**src/rtl/gcd_pkg.sv**
```systemverilog
// Shared widths, constants, word tags and helpers for the great-circle distance core.
package gcd_pkg;

    localparam int MIN_W      = 16;
    localparam int ANG_W      = 36;
    localparam int Z_W        = 34;
    localparam int XY_W       = 34;
    localparam int Q_W        = 34;
    localparam int Q_FRAC     = 30;
    localparam int SQ_IN_W    = 31;
    localparam int SQ_N_W     = 64;
    localparam int SQRT_STEPS = 32;
    localparam int OUT_W      = 16;
    localparam int RND_SHIFT  = 16;
    localparam int SC_LANES   = 4;
    localparam int SQ_LANES   = 2;
    localparam int MAX_STAGES = 24;

    localparam logic [0:0] REG_USE_HAV = 1'b0;

    localparam logic signed [ANG_W-1:0] RAD_PER_MIN = 36'sd312339;
    localparam logic signed [ANG_W-1:0] Q_ONE       = 36'sd1073741824;
    localparam logic signed [ANG_W-1:0] Q_HALF_PI   = 36'sd1686629713;
    localparam logic signed [ANG_W-1:0] Q_PI        = 36'sd3373259426;
    localparam logic signed [ANG_W-1:0] Q_TWO_PI    = 36'sd6746518852;
    localparam logic signed [ANG_W-1:0] RND_HALF    = 36'sd32768;
    localparam logic signed [Q_W-1:0]   QW_ONE      = 34'sd1073741824;
    localparam logic signed [XY_W-1:0]  INV_GAIN    = 34'sd652032874;
    localparam logic [OUT_W-1:0]        OUT_MAX     = 16'd51472;

    localparam logic signed [Z_W-1:0] ATAN_TAB [MAX_STAGES] = '{
        34'sh03243F6A8, 34'sh01DAC6705, 34'sh00FADBAFC, 34'sh007F56EA6,
        34'sh003FEAB76, 34'sh001FFD55B, 34'sh000FFFAAA, 34'sh0007FFF55,
        34'sh0003FFFEA, 34'sh0001FFFFD, 34'sh0000FFFFF, 34'sh00007FFFF,
        34'sh00003FFFF, 34'sh00001FFFF, 34'sh00000FFFF, 34'sh000007FFF,
        34'sh000003FFF, 34'sh000001FFF, 34'sh000000FFF, 34'sh0000007FF,
        34'sh0000003FF, 34'sh0000001FF, 34'sh0000000FF, 34'sh00000007F
    };

    typedef struct packed {
        logic                  hav;
        logic signed [Q_W-1:0] v;
    } sq_tag_t;

    typedef struct packed {
        logic hav;
        logic fold;
        logic zero;
    } vec_tag_t;

    function automatic logic signed [MIN_W-1:0] minutes(input logic signed [9:0] deg,
                                                       input logic signed [6:0] mn);
        return MIN_W'(deg) * MIN_W'(60) + MIN_W'(mn);
    endfunction

    // Q30 product, truncated toward zero
    function automatic logic signed [Q_W-1:0] qmul(input logic signed [Q_W-1:0] a,
                                                  input logic signed [Q_W-1:0] b);
        logic               neg;
        logic [Q_W-1:0]     ua;
        logic [Q_W-1:0]     ub;
        logic [2*Q_W-1:0]   p;
        logic [Q_W-1:0]     pt;
        neg = a[Q_W-1] ^ b[Q_W-1];
        ua  = a[Q_W-1] ? Q_W'(-a) : Q_W'(a);
        ub  = b[Q_W-1] ? Q_W'(-b) : Q_W'(b);
        p   = ua * ub;
        pt  = p[Q_FRAC +: Q_W];
        return neg ? Q_W'(-pt) : pt;
    endfunction

endpackage

```
**src/rtl/gcd_vec.sv**
```systemverilog
// Pipelined vectoring CORDIC giving atan2 for a non-negative x.
module gcd_vec #(
    parameter int STAGES = 16
) (
    input  logic                              aclk,
    input  logic                              aresetn,
    input  logic                              en,
    input  logic                              in_valid,
    input  gcd_pkg::vec_tag_t                 in_tag,
    input  logic signed [gcd_pkg::XY_W-1:0]   in_x,
    input  logic signed [gcd_pkg::XY_W-1:0]   in_y,
    output logic                              out_valid,
    output gcd_pkg::vec_tag_t                 out_tag,
    output logic signed [gcd_pkg::Z_W-1:0]    out_z
);
    import gcd_pkg::*;

    logic signed [XY_W-1:0] x_reg [STAGES+1];
    logic signed [XY_W-1:0] y_reg [STAGES+1];
    logic signed [Z_W-1:0]  z_reg [STAGES+1];
    vec_tag_t               tag_reg [STAGES+1];
    logic                   vld_reg [STAGES+1];

    always_ff @(posedge aclk) begin
        if (!aresetn) begin
            for (int i = 0; i <= STAGES; i++) begin
                vld_reg[i] <= 1'b0;
            end
        end else if (en) begin
            vld_reg[0] <= in_valid;
            for (int i = 0; i < STAGES; i++) begin
                vld_reg[i+1] <= vld_reg[i];
            end
        end
    end

    always_ff @(posedge aclk) begin
        if (en) begin
            x_reg[0]   <= in_x;
            y_reg[0]   <= in_y;
            z_reg[0]   <= '0;
            tag_reg[0] <= in_tag;
        end
    end

    for (genvar i = 0; i < STAGES; i++) begin : g_stage
        always_ff @(posedge aclk) begin
            if (en) begin
                if (y_reg[i] >= 0) begin
                    x_reg[i+1] <= x_reg[i] + (y_reg[i] >>> i);
                    y_reg[i+1] <= y_reg[i] - (x_reg[i] >>> i);
                    z_reg[i+1] <= z_reg[i] + ATAN_TAB[i];
                end else begin
                    x_reg[i+1] <= x_reg[i] - (y_reg[i] >>> i);
                    y_reg[i+1] <= y_reg[i] + (x_reg[i] >>> i);
                    z_reg[i+1] <= z_reg[i] - ATAN_TAB[i];
                end
                tag_reg[i+1] <= tag_reg[i];
            end
        end
    end

    assign out_valid = vld_reg[STAGES];
    assign out_tag   = tag_reg[STAGES];
    assign out_z     = z_reg[STAGES];

endmodule

```
**config.mk**
```make
export PLATFORM = sky130hd
export DESIGN_NAME = gcd_vec
export DESIGN_NICKNAME = d
export VERILOG_FILES = /design/src/rtl/gcd_pkg.sv /design/src/rtl/gcd_vec.sv
export SDC_FILE = /design/constraint.sdc
export NUM_CORES = 2
export LEC_CHECK = 0
export BUFFER_PORTS_ARGS = -buffer_cell sky130_fd_sc_hd__buf_2
export CAP_MARGIN = 5
export CORE_ASPECT_RATIO = 1.2
export CORE_UTILIZATION = 50
export DETAILED_ROUTE_END_ITERATION = 8
export PLACE_DENSITY = 0.65
export SLEW_MARGIN = 20
export SYNTH_ARGS = -nofsm -noshare
export SYNTH_HDL_FRONTEND = slang
export SYNTH_SLANG_ARGS = --single-unit
```
**constraint.sdc**
```tcl
create_clock -name aclk -period 16.5 [get_ports aclk]
set_input_delay 3.3 -clock aclk [delete_from_list [all_inputs] [get_ports aclk]]
set_output_delay 3.3 -clock aclk [all_outputs]
set_load 0.01 [all_outputs]
```
== After elaboration in Yosys (flattened, before gate mapping) ==
Memories as Yosys holds them, arrays and structs flattened.
Cells that the tools add are included.

* $add $sub $neg: 95
* Order comparisons: 16
* Multiplexer cells: 166
* Bitwise gates (word level): 65

{| class="wikitable"
|+ Operator list
! cell !! count
|-
| $mux W34 || 48
|-
| $ge A34 B1 Y1 const B || 16
|-
| $mux W1 || 118
|-
| $add A34 B19 Y34 || 2
|-
| $add A34 B20 Y34 || 2
|-
| $add A34 B21 Y34 || 2
|-
| $add A34 B22 Y34 || 2
|-
| $add A34 B23 Y34 || 2
|-
| $add A34 B24 Y34 || 2
|-
| $add A34 B25 Y34 || 2
|-
| $add A34 B26 Y34 || 2
|-
| $add A34 B27 Y34 || 2
|-
| $add A34 B28 Y34 || 2
|-
| $add A34 B29 Y34 || 2
|-
| $add A34 B30 Y34 || 2
|-
| $add A34 B31 Y34 || 2
|-
| $add A34 B32 Y34 || 2
|-
| $add A34 B33 Y34 || 2
|-
| $sub A34 B19 Y34 || 2
|-
| $sub A34 B20 Y34 || 2
|-
| $sub A34 B21 Y34 || 2
|-
| $sub A34 B22 Y34 || 2
|-
| $sub A34 B23 Y34 || 2
|-
| $sub A34 B24 Y34 || 2
|-
| 44 further kinds || 118
|}

* Register bits: 0
* RAM bits: 1,802
* Input port bits: 75
* Output and inout bits: 38
* Logic and storage cells: 347
* Memories kept: 5

{| class="wikitable"
|+ Memories
! name !! depth !! bits a word !! rd ports !! clocked after Yosys merged registers in !! wr ports !! line !! source
|-
| x_reg || 17 || 34 || 16 || 0 || 17 || gcd_vec.sv:18 || <nowiki>logic signed [XY_W-1:0] x_reg [STAGES+1];</nowiki>
|-
| y_reg || 17 || 34 || 16 || 0 || 17 || gcd_vec.sv:19 || <nowiki>logic signed [XY_W-1:0] y_reg [STAGES+1];</nowiki>
|-
| z_reg || 17 || 34 || 17 || 0 || 17 || gcd_vec.sv:20 || <nowiki>logic signed [Z_W-1:0] z_reg [STAGES+1];</nowiki>
|-
| tag_reg || 17 || 3 || 17 || 0 || 17 || gcd_vec.sv:21 || <nowiki>vec_tag_t tag_reg [STAGES+1];</nowiki>
|-
| vld_reg || 17 || 1 || 17 || 0 || 17 || gcd_vec.sv:22 || <nowiki>logic vld_reg [STAGES+1];</nowiki>
|}

== Depth between registers and ports, before layout ==
* Depth after elaboration: 5
* Gate-level depth with buffers: 21
* Gate-level depth less buffers: 21

== Least setup slack after synthesis ==
Ideal clock, no wire load.

* Kind: in2reg
* From: input en
* To: memory y_reg[6][27] (data pin)
* Library setup time: 0.265 ns
* Arrival: 7.621 ns
* Required time: 16.235 ns
* Setup slack: 8.614 ns
* Stages on the path: 19
* Path buffers: 3
* Cell sequence: clkbuf_1 buf_1 nand2_1 clkinv_1 clkbuf_1 nor2_1 xor2_1 ha_1 o21ai_0 o21ai_0 a2111oi_0 o311ai_0 and2_1 a21o_1 a21o_1 a21o_1 a2111oi_0 o21ai_0 xor2_1

{| class="wikitable"
|+ RTL lines
! item !! line !! source
|-
| start: declaration || gcd_vec.sv:7 || <nowiki>input logic en,</nowiki>
|-
| end: declaration || gcd_vec.sv:19 ||
|}

==> impl_results.md <==
- Status: finished, final reports clean
- Most used cell, CP: a21oi_1
- Post-synthesis cell count: 13,600
- Ys flop type: edfxtp_1
- Pin count of the biggest net entering global routing: 168
- Crit path launch: en
- DRC Markers: 0
- Post-Synthesis Net Count: 15,200
- P&R area growth vs syn: 8.00%
- Clock Path Buffers: 4
- CTS root buf: clkbuf_16
- Final hold vios: 0
- R2r startpoint: y_reg[7][33]
- Crit. End Element: register
- Critical path class: in2reg
- Initial Util: 0.503
- Post-synth top area share: 0.360
- Hold Crit Class: reg2reg
- Period Utilization, post-route: 0.543
- Worst Path Arrival: 9.58 ns
- Fin crit period: 8.97 ns
- Pre-CTS setup slack: 6.77 ns
- Latest clock arrival within the worst-skew pair: 0.87 ns
- CTS resizes: 0
- Placer Congestion: 0.968
- First-pass GRT wire length: 550,000 microns
- Sink Count: 1,570
- Fmax: 112 MHz
- Rel. slew slack: 0.215
- WL final: 352,000 microns
- CTS buffer count: 187
- Nature of the critical path startpoint: primary input
- WP buf/inv: 5
- Top delay family on crit path: compound AO/OA/AOI/OAI gates
- I/O pins: 113
- Routed Antenna Nets: 0
- Vias in the first global route: 100,000
- Ys Warns: 0
- Initial antenna violation count: 4
- Iter 0 DRT Violations: 6,830
- Fillcell total: 23,100
- CP max FO: 100
- Die width: 469 microns
- Tightest Pin Transition: 1.16 ns
- Hold slack final: 0.417 ns
- Register area share after synthesis: 0.360
- Async SR Flop Fraction: 0
- Buffers inserted by post-CTS timing repair: 0
- Final #Nets: 15,300
- Die area: 264,000 sq um
- CTS tree: done
- Multi-input gate area: 80,500 sq um
- Register area: 47,100 sq um
- Clock Skew: 0.0355 ns
- Detail Placement HPWL: 279,000 microns
- Reg-to-reg endpoint: y_reg[8][32]
- Max FFs per register: 511
- CP Cell Sequence: buf_12, buf_12, nand2_1, buf_4, clkinv_1, buf_4, a21oi_1, xor2_1, ha_1, o211ai_1, a21oi_1, a211oi_1, o311ai_0, o211ai_1, o21ai_0, a211o_1, a21o_1, a21o_1, a21oi_1, xnor2_1
- End of the critical path: y_reg[8][32]
- Crit path depth: 20
- Final WS setup: 7.53 ns
- GRT Residual Overflow: 0
- Vias/cell: 5.96
- Fin util: 0.543
- Mean area per synthesized cell: 9.59 sq um
- Area leader, netlist: edfxtp_1
- Ratio of cells with drive above 1 in the final layout: 0.0426
- Critical path's slowest cell: clkinv_1
- Final setup TNS: 0 ns
- Number of synthesized flops with an enable pin: 1,570
- Synth Cell Area: 131,000 sq um
- # rows: 205
- Routed wire length per instance: 20.3 microns
- CTS clk-pin slew, worst paths: 0.06 ns
- RSZ-0062 raised after global routing: false
- H-tree depth: 4
- Via count of the routed design: 103,000
- Input/output buffers: 111
- Detailed-router iteration count before antenna repair: 6
- Final setup violation count: 0
- CP peak stage delay: 0.88 ns
- Reg-to-reg setup timing slack: 10.22 ns
- Overall routing resource usage: 0.259
- Post-synthesis register bit count: 1,570
- Die Y: 562 microns
- Number of max-cap violations: 0
- Slew Limit Fails: 0
- Main area contributors after synthesis: edfxtp_1 36%, ha_1 14%, xnor2_1 8.2%
- CP required: 17.11 ns
- Post-synth cell types: 101
- Reg2Reg Depth: 18
- CTS Hold Bufs: 0
- Core Area: 260,000 sq um
Yosys cell counts, types with 116 or more instances:
master,instances
a21o_1,710
a21oi_1,1343
a31oi_1,116
and3_1,146
clkbuf_1,214
edfxtp_1,1570
ha_1,1463
inv_1,608
nand2_1,826
nand2b_1,246
nand3_1,234
nor2_1,1002
nor2b_1,204
nor3_1,271
o21a_1,199
o21ai_0,847
o21bai_1,186
o31ai_1,178
xnor2_1,1218
xor2_1,676
cell type report:
cell class              instances  share of cell area
diodes                          5           0.0000885
clock buffers                 230              0.0352
clock inverters               102             0.00708
inverters                     622              0.0165
multi-input cells           11200               0.569
flip-flops and latches       1570               0.334
well taps                    3415              0.0302
repair buffers                177             0.00795
cell usage in the layout (no fill, tap or decap), types with 70 or more instances in the layout:
cell,count
o41ai_1,77
a211oi_1,85
o21bai_1,186
nand4_1,89
and3_1,146
buf_2,110
nand2_1,816
o21a_1,199
nor2b_1,204
o211ai_1,70
nor4_1,76
nor2_1,1002
nor3_1,271
a21oi_1,1343
xnor2_1,1218
o31ai_1,178
edfxtp_1,1570
ha_1,1463
nand3_1,234
clkbuf_16,193
inv_1,608
o21ai_0,847
a31oi_1,116
a21o_1,710
xor2_1,676
nand2b_1,246
or3_1,90
worst min-delay path by stage:
stage                         startpoint        endpoint  slack [ns]  cells after the start
after global routing      tag_reg[0][32]  tag_reg[0][35]        0.42                      0
after detailed placement  tag_reg[0][31]  tag_reg[0][34]        0.40                      0
final                     tag_reg[0][32]  tag_reg[0][35]        0.42                      0
after global placement     tag_reg[0][1]   tag_reg[0][4]        0.40                      0
after CTS                 tag_reg[0][36]  tag_reg[0][39]        0.42                      0
after floorplan            tag_reg[0][7]  tag_reg[0][10]        0.40                      0
layer usage:
layer  up-vias  wire length [microns]  global-route usage
met1     49200                 145000               0.310
met3       734                  14600              0.0283
met5         -                      0                   0
met2      2529                 177000               0.465
li1      51000                      -                   -
met4         0                  16200               0.112
per-stage QoR:
step,area (sq um),cells
finish,141000,17300
global route,141000,17300
CTS,141000,17300
detailed placement,135000,17000
global placement,135000,17000
floorplan,131000,13600
kinds of logic (layout without fill, tap and decap cells):
logic type	count (synthesis)	in the layout	synth area share
buf+inv	868	1131	0.0251
compound gates	4274	4274	0.208
xor+xnor	1894	1894	0.127
simple gates	3486	3486	0.130
flops	1570	1570	0.360
fa+ha+maj	1502	1502	0.146
mux	54	54	0.00433
other cells	1	6	0.0000287
Power is left out: the tool's default activity adds up to more than one toggle a clock period on the data nets, which glitch-free logic cannot reach.
