<file path="src/rtl/gcd_pkg.sv">
// Shared widths, constants, word tags and helpers for the great-circle distance core.
package gcd_pkg;

    localparam int MIN_W      = 16;
    localparam int ANG_W      = 36;
    localparam int Z_W        = 34;
    localparam int XY_W       = 34;
    localparam int Q_W        = 34;
    localparam int Q_FRAC     = 30;
    localparam int SQ_IN_W    = 31;
    localparam int SQ_N_W     = 64;
    localparam int SQRT_STEPS = 32;
    localparam int OUT_W      = 16;
    localparam int RND_SHIFT  = 16;
    localparam int SC_LANES   = 4;
    localparam int SQ_LANES   = 2;
    localparam int MAX_STAGES = 24;

    localparam logic [0:0] REG_USE_HAV = 1'b0;

    localparam logic signed [ANG_W-1:0] RAD_PER_MIN = 36'sd312339;
    localparam logic signed [ANG_W-1:0] Q_ONE       = 36'sd1073741824;
    localparam logic signed [ANG_W-1:0] Q_HALF_PI   = 36'sd1686629713;
    localparam logic signed [ANG_W-1:0] Q_PI        = 36'sd3373259426;
    localparam logic signed [ANG_W-1:0] Q_TWO_PI    = 36'sd6746518852;
    localparam logic signed [ANG_W-1:0] RND_HALF    = 36'sd32768;
    localparam logic signed [Q_W-1:0]   QW_ONE      = 34'sd1073741824;
    localparam logic signed [XY_W-1:0]  INV_GAIN    = 34'sd652032874;
    localparam logic [OUT_W-1:0]        OUT_MAX     = 16'd51472;

    localparam logic signed [Z_W-1:0] ATAN_TAB [MAX_STAGES] = '{
        34'sh03243F6A8, 34'sh01DAC6705, 34'sh00FADBAFC, 34'sh007F56EA6,
        34'sh003FEAB76, 34'sh001FFD55B, 34'sh000FFFAAA, 34'sh0007FFF55,
        34'sh0003FFFEA, 34'sh0001FFFFD, 34'sh0000FFFFF, 34'sh00007FFFF,
        34'sh00003FFFF, 34'sh00001FFFF, 34'sh00000FFFF, 34'sh000007FFF,
        34'sh000003FFF, 34'sh000001FFF, 34'sh000000FFF, 34'sh0000007FF,
        34'sh0000003FF, 34'sh0000001FF, 34'sh0000000FF, 34'sh00000007F
    };

    typedef struct packed {
        logic                  hav;
        logic signed [Q_W-1:0] v;
    } sq_tag_t;

    typedef struct packed {
        logic hav;
        logic fold;
        logic zero;
    } vec_tag_t;

    function automatic logic signed [MIN_W-1:0] minutes(input logic signed [9:0] deg,
                                                       input logic signed [6:0] mn);
        return MIN_W'(deg) * MIN_W'(60) + MIN_W'(mn);
    endfunction

    // Q30 product, truncated toward zero
    function automatic logic signed [Q_W-1:0] qmul(input logic signed [Q_W-1:0] a,
                                                  input logic signed [Q_W-1:0] b);
        logic               neg;
        logic [Q_W-1:0]     ua;
        logic [Q_W-1:0]     ub;
        logic [2*Q_W-1:0]   p;
        logic [Q_W-1:0]     pt;
        neg = a[Q_W-1] ^ b[Q_W-1];
        ua  = a[Q_W-1] ? Q_W'(-a) : Q_W'(a);
        ub  = b[Q_W-1] ? Q_W'(-b) : Q_W'(b);
        p   = ua * ub;
        pt  = p[Q_FRAC +: Q_W];
        return neg ? Q_W'(-pt) : pt;
    endfunction

endpackage

</file>
<file path="src/rtl/gcd_prep.sv">
// Angle formation in Q30 radians and range reduction to +-pi/2 for four sine/cosine lanes.
module gcd_prep (
    input  logic                              aclk,
    input  logic                              aresetn,
    input  logic                              en,
    input  logic                              in_valid,
    input  logic                              in_hav,
    input  logic signed [7:0]                 lat1_deg,
    input  logic signed [6:0]                 lat1_min,
    input  logic signed [8:0]                 lon1_deg,
    input  logic signed [6:0]                 lon1_min,
    input  logic signed [7:0]                 lat2_deg,
    input  logic signed [6:0]                 lat2_min,
    input  logic signed [8:0]                 lon2_deg,
    input  logic signed [6:0]                 lon2_min,
    output logic                              out_valid,
    output logic                              out_hav,
    output logic signed [gcd_pkg::Z_W-1:0]    out_z [gcd_pkg::SC_LANES],
    output logic [gcd_pkg::SC_LANES-1:0]      out_neg
);
    import gcd_pkg::*;

    logic                    v1_reg, v2_reg, v3_reg, v4_reg, v5_reg, v6_reg;
    logic                    h1_reg, h2_reg, h3_reg, h4_reg, h5_reg, h6_reg;
    logic signed [MIN_W-1:0] m1_reg [4];
    logic signed [ANG_W-1:0] a2_reg [4];
    logic signed [ANG_W-1:0] a3_reg [SC_LANES];
    logic signed [ANG_W-1:0] a4_reg [SC_LANES];
    logic signed [ANG_W-1:0] a5_reg [SC_LANES];
    logic signed [Z_W-1:0]   z6_reg [SC_LANES];
    logic [SC_LANES-1:0]     n6_reg;

    always_ff @(posedge aclk) begin
        if (!aresetn) begin
            v1_reg <= 1'b0;
            v2_reg <= 1'b0;
            v3_reg <= 1'b0;
            v4_reg <= 1'b0;
            v5_reg <= 1'b0;
            v6_reg <= 1'b0;
        end else if (en) begin
            v1_reg <= in_valid;
            v2_reg <= v1_reg;
            v3_reg <= v2_reg;
            v4_reg <= v3_reg;
            v5_reg <= v4_reg;
            v6_reg <= v5_reg;
        end
    end

    always_ff @(posedge aclk) begin
        if (en) begin
            h1_reg <= in_hav;
            h2_reg <= h1_reg;
            h3_reg <= h2_reg;
            h4_reg <= h3_reg;
            h5_reg <= h4_reg;
            h6_reg <= h5_reg;
            m1_reg[0] <= minutes(10'(lat1_deg), lat1_min);
            m1_reg[1] <= minutes(10'(lon1_deg), lon1_min);
            m1_reg[2] <= minutes(10'(lat2_deg), lat2_min);
            m1_reg[3] <= minutes(10'(lon2_deg), lon2_min);
            for (int i = 0; i < 4; i++) begin
                a2_reg[i] <= ANG_W'(m1_reg[i]) * RAD_PER_MIN;
            end
            a3_reg[0] <= a2_reg[0];
            a3_reg[1] <= a2_reg[2];
            if (h2_reg) begin
                a3_reg[2] <= (a2_reg[2] - a2_reg[0]) >>> 1;
                a3_reg[3] <= (a2_reg[3] - a2_reg[1]) >>> 1;
            end else begin
                a3_reg[2] <= a2_reg[1] - a2_reg[3];
                a3_reg[3] <= '0;
            end
            for (int l = 0; l < SC_LANES; l++) begin
                if (a3_reg[l] >= Q_TWO_PI) begin
                    a4_reg[l] <= a3_reg[l] - Q_TWO_PI;
                end else if (a3_reg[l] <= -Q_TWO_PI) begin
                    a4_reg[l] <= a3_reg[l] + Q_TWO_PI;
                end else begin
                    a4_reg[l] <= a3_reg[l];
                end
                if (a4_reg[l] > Q_PI) begin
                    a5_reg[l] <= a4_reg[l] - Q_TWO_PI;
                end else if (a4_reg[l] < -Q_PI) begin
                    a5_reg[l] <= a4_reg[l] + Q_TWO_PI;
                end else begin
                    a5_reg[l] <= a4_reg[l];
                end
                if (a5_reg[l] > Q_HALF_PI) begin
                    z6_reg[l] <= Z_W'(a5_reg[l] - Q_PI);
                    n6_reg[l] <= 1'b1;
                end else if (a5_reg[l] < -Q_HALF_PI) begin
                    z6_reg[l] <= Z_W'(a5_reg[l] + Q_PI);
                    n6_reg[l] <= 1'b1;
                end else begin
                    z6_reg[l] <= Z_W'(a5_reg[l]);
                    n6_reg[l] <= 1'b0;
                end
            end
        end
    end

    assign out_valid = v6_reg;
    assign out_hav   = h6_reg;
    assign out_z     = z6_reg;
    assign out_neg   = n6_reg;

endmodule

</file>
<file path="config.mk">
export PLATFORM = sky130hd
export DESIGN_NAME = gcd_prep
export DESIGN_NICKNAME = d
export VERILOG_FILES = /design/src/rtl/gcd_pkg.sv /design/src/rtl/gcd_prep.sv
export SDC_FILE = /design/constraint.sdc
export NUM_CORES = 2
export LEC_CHECK = 0
export ABC_AREA = 0
export BUFFER_PORTS_ARGS = -buffer_cell sky130_fd_sc_hd__buf_2
export CAP_MARGIN = 10
export CORE_ASPECT_RATIO = 1.4
export CORE_MARGIN = 5
export CORE_UTILIZATION = 40
export CTS_CLUSTER_SIZE = 25
export DETAILED_ROUTE_END_ITERATION = 8
export GPL_ROUTABILITY_DRIVEN = 0
export PLACE_DENSITY = 0.63
export SLEW_MARGIN = 20
export SYNTH_ARGS = -nofsm -noshare
export SYNTH_HDL_FRONTEND = slang
export SYNTH_SLANG_ARGS = --single-unit
export TNS_END_PERCENT = 10
</file>
<file path="constraint.sdc">
create_clock -name aclk -period 15.55 [get_ports aclk]
set_input_delay 3.11 -clock aclk [delete_from_list [all_inputs] [get_ports aclk]]
set_output_delay 3.11 -clock aclk [all_outputs]
set_load 0.01 [all_outputs]
</file>
# ---- Word level (Yosys, flattened, before mapping)
# Memory sizes are Yosys's and may differ from the RTL's.
# Index checks and enable logic that the tools add are counted.
dict set report classes {
  n_addsub 31
  multipliers 8
  magnitude_cmp 24
  n_mux 126
  n_bitwise 18
}
# cell n
set op_table {}
lappend op_table {{36-bit 2-to-1 mux} 18}
lappend op_table {{36-bit by 34-bit adder with 36-bit output (second input constant)} 8}
lappend op_table {{36-bit by 34-bit subtractor with 36-bit output (second input constant)} 8}
lappend op_table {{34-bit 2-to-1 mux} 8}
lappend op_table {{36-bit by 34-bit greater-or-equal comparator with 1-bit output (second input constant)} 4}
lappend op_table {{36-bit by 32-bit > comparator with 1-bit output (second input constant)} 4}
lappend op_table {{36-bit by 33-bit > comparator with 1-bit output (second input constant)} 4}
lappend op_table {{36-bit by 34-bit <= comparator with 1-bit output (second input constant)} 4}
lappend op_table {{36-bit by 32-bit less-than comparator with 1-bit output (second input constant)} 4}
lappend op_table {{36-bit by 33-bit less-than comparator with 1-bit output (second input constant)} 4}
lappend op_table {{16-bit by 20-bit multiplier with 36-bit output (second input constant)} 4}
lappend op_table {{34-bit by 33-bit adder with 34-bit output (second input constant)} 4}
lappend op_table {{34-bit by 33-bit subtractor with 34-bit output (second input constant)} 4}
lappend op_table {{36-bit subtractor} 3}
lappend op_table {{1-bit 2-to-1 mux} 100}
lappend op_table {{15-bit by 7-bit adder with 16-bit output} 2}
lappend op_table {{16-bit by 7-bit adder with 16-bit output} 2}
lappend op_table {{9-bit by 5-bit multiplier with 14-bit output (second input constant)} 2}
lappend op_table {{8-bit by 5-bit multiplier with 13-bit output (second input constant)} 2}
lappend op_table {{1-bit OR} 18}
dict set report totals {
  ff_bits 152
  ram_bits 640
  in_bits 67
  word_cells 232
  n_memories 5
}
# name depth word_bits read_ports rd_clocked_by_memory_dff write_ports line
set memory_table {}
lappend memory_table {a2_reg 4 36 4 0 4 gcd_prep.sv:26} ;# logic signed [ANG_W-1:0] a2_reg [4];
lappend memory_table {a3_reg 4 36 4 0 4 gcd_prep.sv:27} ;# logic signed [ANG_W-1:0] a3_reg [SC_LANES];
lappend memory_table {a4_reg 4 36 4 0 4 gcd_prep.sv:28} ;# logic signed [ANG_W-1:0] a4_reg [SC_LANES];
lappend memory_table {a5_reg 4 36 4 0 4 gcd_prep.sv:29} ;# logic signed [ANG_W-1:0] a5_reg [SC_LANES];
lappend memory_table {m1_reg 4 16 4 0 4 gcd_prep.sv:25} ;# logic signed [MIN_W-1:0] m1_reg [4];

# ---- Logic depth before layout (Yosys ltp)
# An unclocked memory read counts as a cell.
dict set report logic_depth {
  ltp_word 8
  mapped_depth 22
}

# ---- Least setup slack after synthesis
# OpenSTA, ideal clock, no wires.
dict set report synth_path {
  path_type {input to register}
  startpoint {input en}
  endpoint {memory a5_reg[3][35] (data pin)}
  arrival_time_ps 7216
  t_required_ps 15295
  slack_ps 8079
  path_stages 15
  path_buffers 2
  path_cell_list {clkbuf_1 -> buf_1 -> nand2_1 -> inv_1 -> ha_1 -> a21o_1 -> a21o_1 -> a211o_1 -> a311o_1 -> a21o_1 -> a221o_1 -> a41oi_1 -> nor2b_1 -> or4_1 -> and3_1}
}
# item line
set synth_lines {}
lappend synth_lines {{start: declaration} gcd_prep.sv:5} ;# input logic en,
lappend synth_lines {{end: declaration} gcd_prep.sv:29}

==> flow_metrics.tcl <==
set metrics [dict create \
    ys.flop_type "edfxtp_1" \
    hpwl_um 148600 \
    drv_cap 0 \
    vias 55620 \
    syn_nets 8861 \
    syn_avg_cell_area_um2 9.598 \
    syn_inst 7591 \
    row_count 185 \
    cts.clk_slew.worst_paths_ns 0.06 \
    clock_skew_ns 0.02269 \
    ctsResizeCount 0 \
    grt_max_degree 145 \
    port_buffers 208 \
    cp-end-kind "flip-flop" \
    clock-sinks 791 \
    worst_setup_path_start_kind "primary input" \
    die_area_mm2 0.1909 \
    wire_per_inst_um 18.24 \
    core_area_mm2 0.1812 \
    antenna_found_initial 8 \
    worst_pin_slew_ns 1.079 \
    dieWidth_um 370.7 \
    cts_tree "done" \
    worstSetupPathType "in -> reg" \
    max_slew_margin_pct 27.17 \
    cts_hold_buf 0 \
    synth.ff_latch_count 791 \
    dpl_cell_area_mm2 0.07610 \
    setup_viol 0 \
    min_period_over_period_pct 46.20 \
    fin_tns_setup_ns 0 \
    max_freq_mhz 139.2 \
    holdPathStages 0 \
    seq_area_frac_synth_pct 32.52 \
    final_area_mm2 0.07872 \
    overflow 0 \
    hold_viol_final 0 \
    drt_iter0_markers 4101 \
    routed_wl_um 184600 \
    routed_via_density 5.495 \
    initial_core_util_pct 40.20 \
    rsz0062_at_grt "no" \
    outcome "finished clean" \
    reg2reg_depth 19 \
    synth_cell_types 99 \
    fp.dieH_um 515.0 \
    cts_htree_levels 3 \
    maxSlewViolCount 0 \
    post_cts_buffers 0 \
    cts_root_buf "clkbuf_16" \
    cts_buffers 81 \
    worstPathArrival_ns 7.64 \
    synth-edff-count 785 \
    crit_fanout 26 \
    drtAntennaViolNets 0 \
    clk_path_buf_depth 3 \
    clock_latency_ns 0.70 \
    synthArstFlopShare_pct 0 \
    grt_pass1_wl_um 293800 \
    final_nets 8891 \
    track_usage_pct 18.99 \
    hold_class "reg -> reg" \
    yosysWarningCount 0 \
    fin_util_pct 43.43 \
    drive_gt1_share_pct 6.346 \
    fin_crit_ns 7.184 \
    io-pin-count 209 \
    worstPathRequired_ns 16.00 \
    grt_pass1_vias 55100 \
    drc_errors 0 \
    area_growth_pct 8.042 \
    drtPass1Iterations 6 \
    netlist_area_mm2 0.07286 \
]
-- through the flow --
stage                     hold WS, ns  std cells  worst slack (ns)
after detailed placement       0.4054       9969             7.634
after global routing           0.4395      10120             8.158
after floorplan                0.4003       7591             8.079
after global placement         0.4038       9969             7.653
final                          0.4227      10120             8.366
after CTS                      0.4282      10120             8.405
-- synth_stat cells (28+ instances only) --
cell      count  area, um^2
and2_1       49       306.5
nand2_1     439        1648
or3_1        37       231.5
nor2b_1      59       369.1
xor2_1      221        1936
a31oi_1     103       644.4
or4_1        31       232.7
nor3_1      128       640.6
nor4_1       52       325.3
xnor2_1     462        4046
o21a_1       83       623.1
edfxtp_1    785       23570
clkbuf_1    250       938.4
nand4_1      75       469.2
o21bai_1     80       600.6
nor2_1      494        1854
inv_1       877        3292
nand3_1     114       570.6
o21ai_0     386        1932
o22ai_1      47       294.0
o211ai_1     30       225.2
o31ai_1      60       450.4
nand2b_1     81       506.7
a21o_1      228        1712
fa_1        255        5105
or2_2        37       231.5
a21oi_1     528        2643
ha_1        948       11860
and3_1       53       331.6
a22oi_1      28       210.2
a21boi_0     28       210.2
a211oi_1     59       442.9
-- cell families (layout without fill, tap and decap cells) --
logic type | count (synthesis) | after routing | share of synthesized area (%)
fa+ha+maj | 1203 | 1203 | 23.29
mux | 54 | 54 | 0.7883
buf+inv | 1167 | 1266 | 6.062
other cells | 0 | 1 | 0
compound gates | 1945 | 1945 | 17.37
simple gates | 1748 | 1748 | 11.76
flops | 791 | 791 | 32.52
xor+xnor | 683 | 683 | 8.211
-- layout make-up --
type	instances	area, um^2
Timing Repair Buffer	235	1279
Fill cell	17340	102500
Antenna cell	1	2.502
Clock inverter	53	494.2
Clock buffer	99	2116
Sequential cell	791	23690
Inverter	879	3299
Tap cell	2431	3042
Multi-Input combinational cell	5633	44790
-- metal layers --
| layer | share of wire (%) | track usage, % |
|---|---|---|
| met1 | 39 | 21.91 |
| met2 | 49 | 33.25 |
| met3 | 4.5 | 2.259 |
| met4 | 7.4 | 12.21 |
| met5 | 0.040 | 0 |
-- path summary, 6_finish.rpt --
| path | start | endpoint | slack (ns) |
|---|---|---|---|
| worst min register to register | h4_reg$_DFFE_PP_ | h5_reg$_DFFE_PP_ | 0.42 |
| worst max register to register | a4_reg[1][1]$_DFFE_PP_ | a5_reg[1][32]$_DFFE_PP_ | 8.92 |
| worst min-delay path | h4_reg$_DFFE_PP_ | h5_reg$_DFFE_PP_ | 0.42 |
| worst max-delay path | en | a5_reg[3][35]$_DFFE_PP_ | 8.37 |
-- placed cells by master (no fill, tap or decap), types with 24 or more instances in the layout --
cell type  instances
and2_1            49
nor2_1           493
fa_1             255
clkbuf_16         82
o21ai_0          386
buf_2            207
and3_1            53
a31o_2            24
o21bai_1          80
a22oi_1           28
nor3_1           127
a21boi_0          28
nand2b_1          81
a21o_1           228
ha_1             948
o31ai_1           59
buf_4             25
or3_1             36
nor2b_1           59
mux2_2            27
nor4_1            52
edfxtp_1         785
nand3_1          114
a21oi_1          528
a31oi_1          103
inv_1            877
or4_1             31
or2_2             37
a41oi_1           26
mux2i_1           27
o211ai_1          30
nand2_1          439
a211oi_1          58
xor2_1           221
nand4_1           75
o22ai_1           47
xnor2_1          462
o21a_1            83
-- critical path: stages --
cell     delay [ns]
buf_8          0.26
nand2_1        0.57
inv_1          0.68
ha_1           0.40
a21o_1         0.19
a21o_1         0.19
a211o_1        0.31
a311o_1        0.35
a21o_1         0.19
a221o_1        0.33
a41oi_1        0.23
nor2b_1        0.11
or4_1          0.46
and3_1         0.17
Power is left out: the tool's default activity adds up to more than one toggle a clock period on the data nets, which glitch-free logic cannot reach.
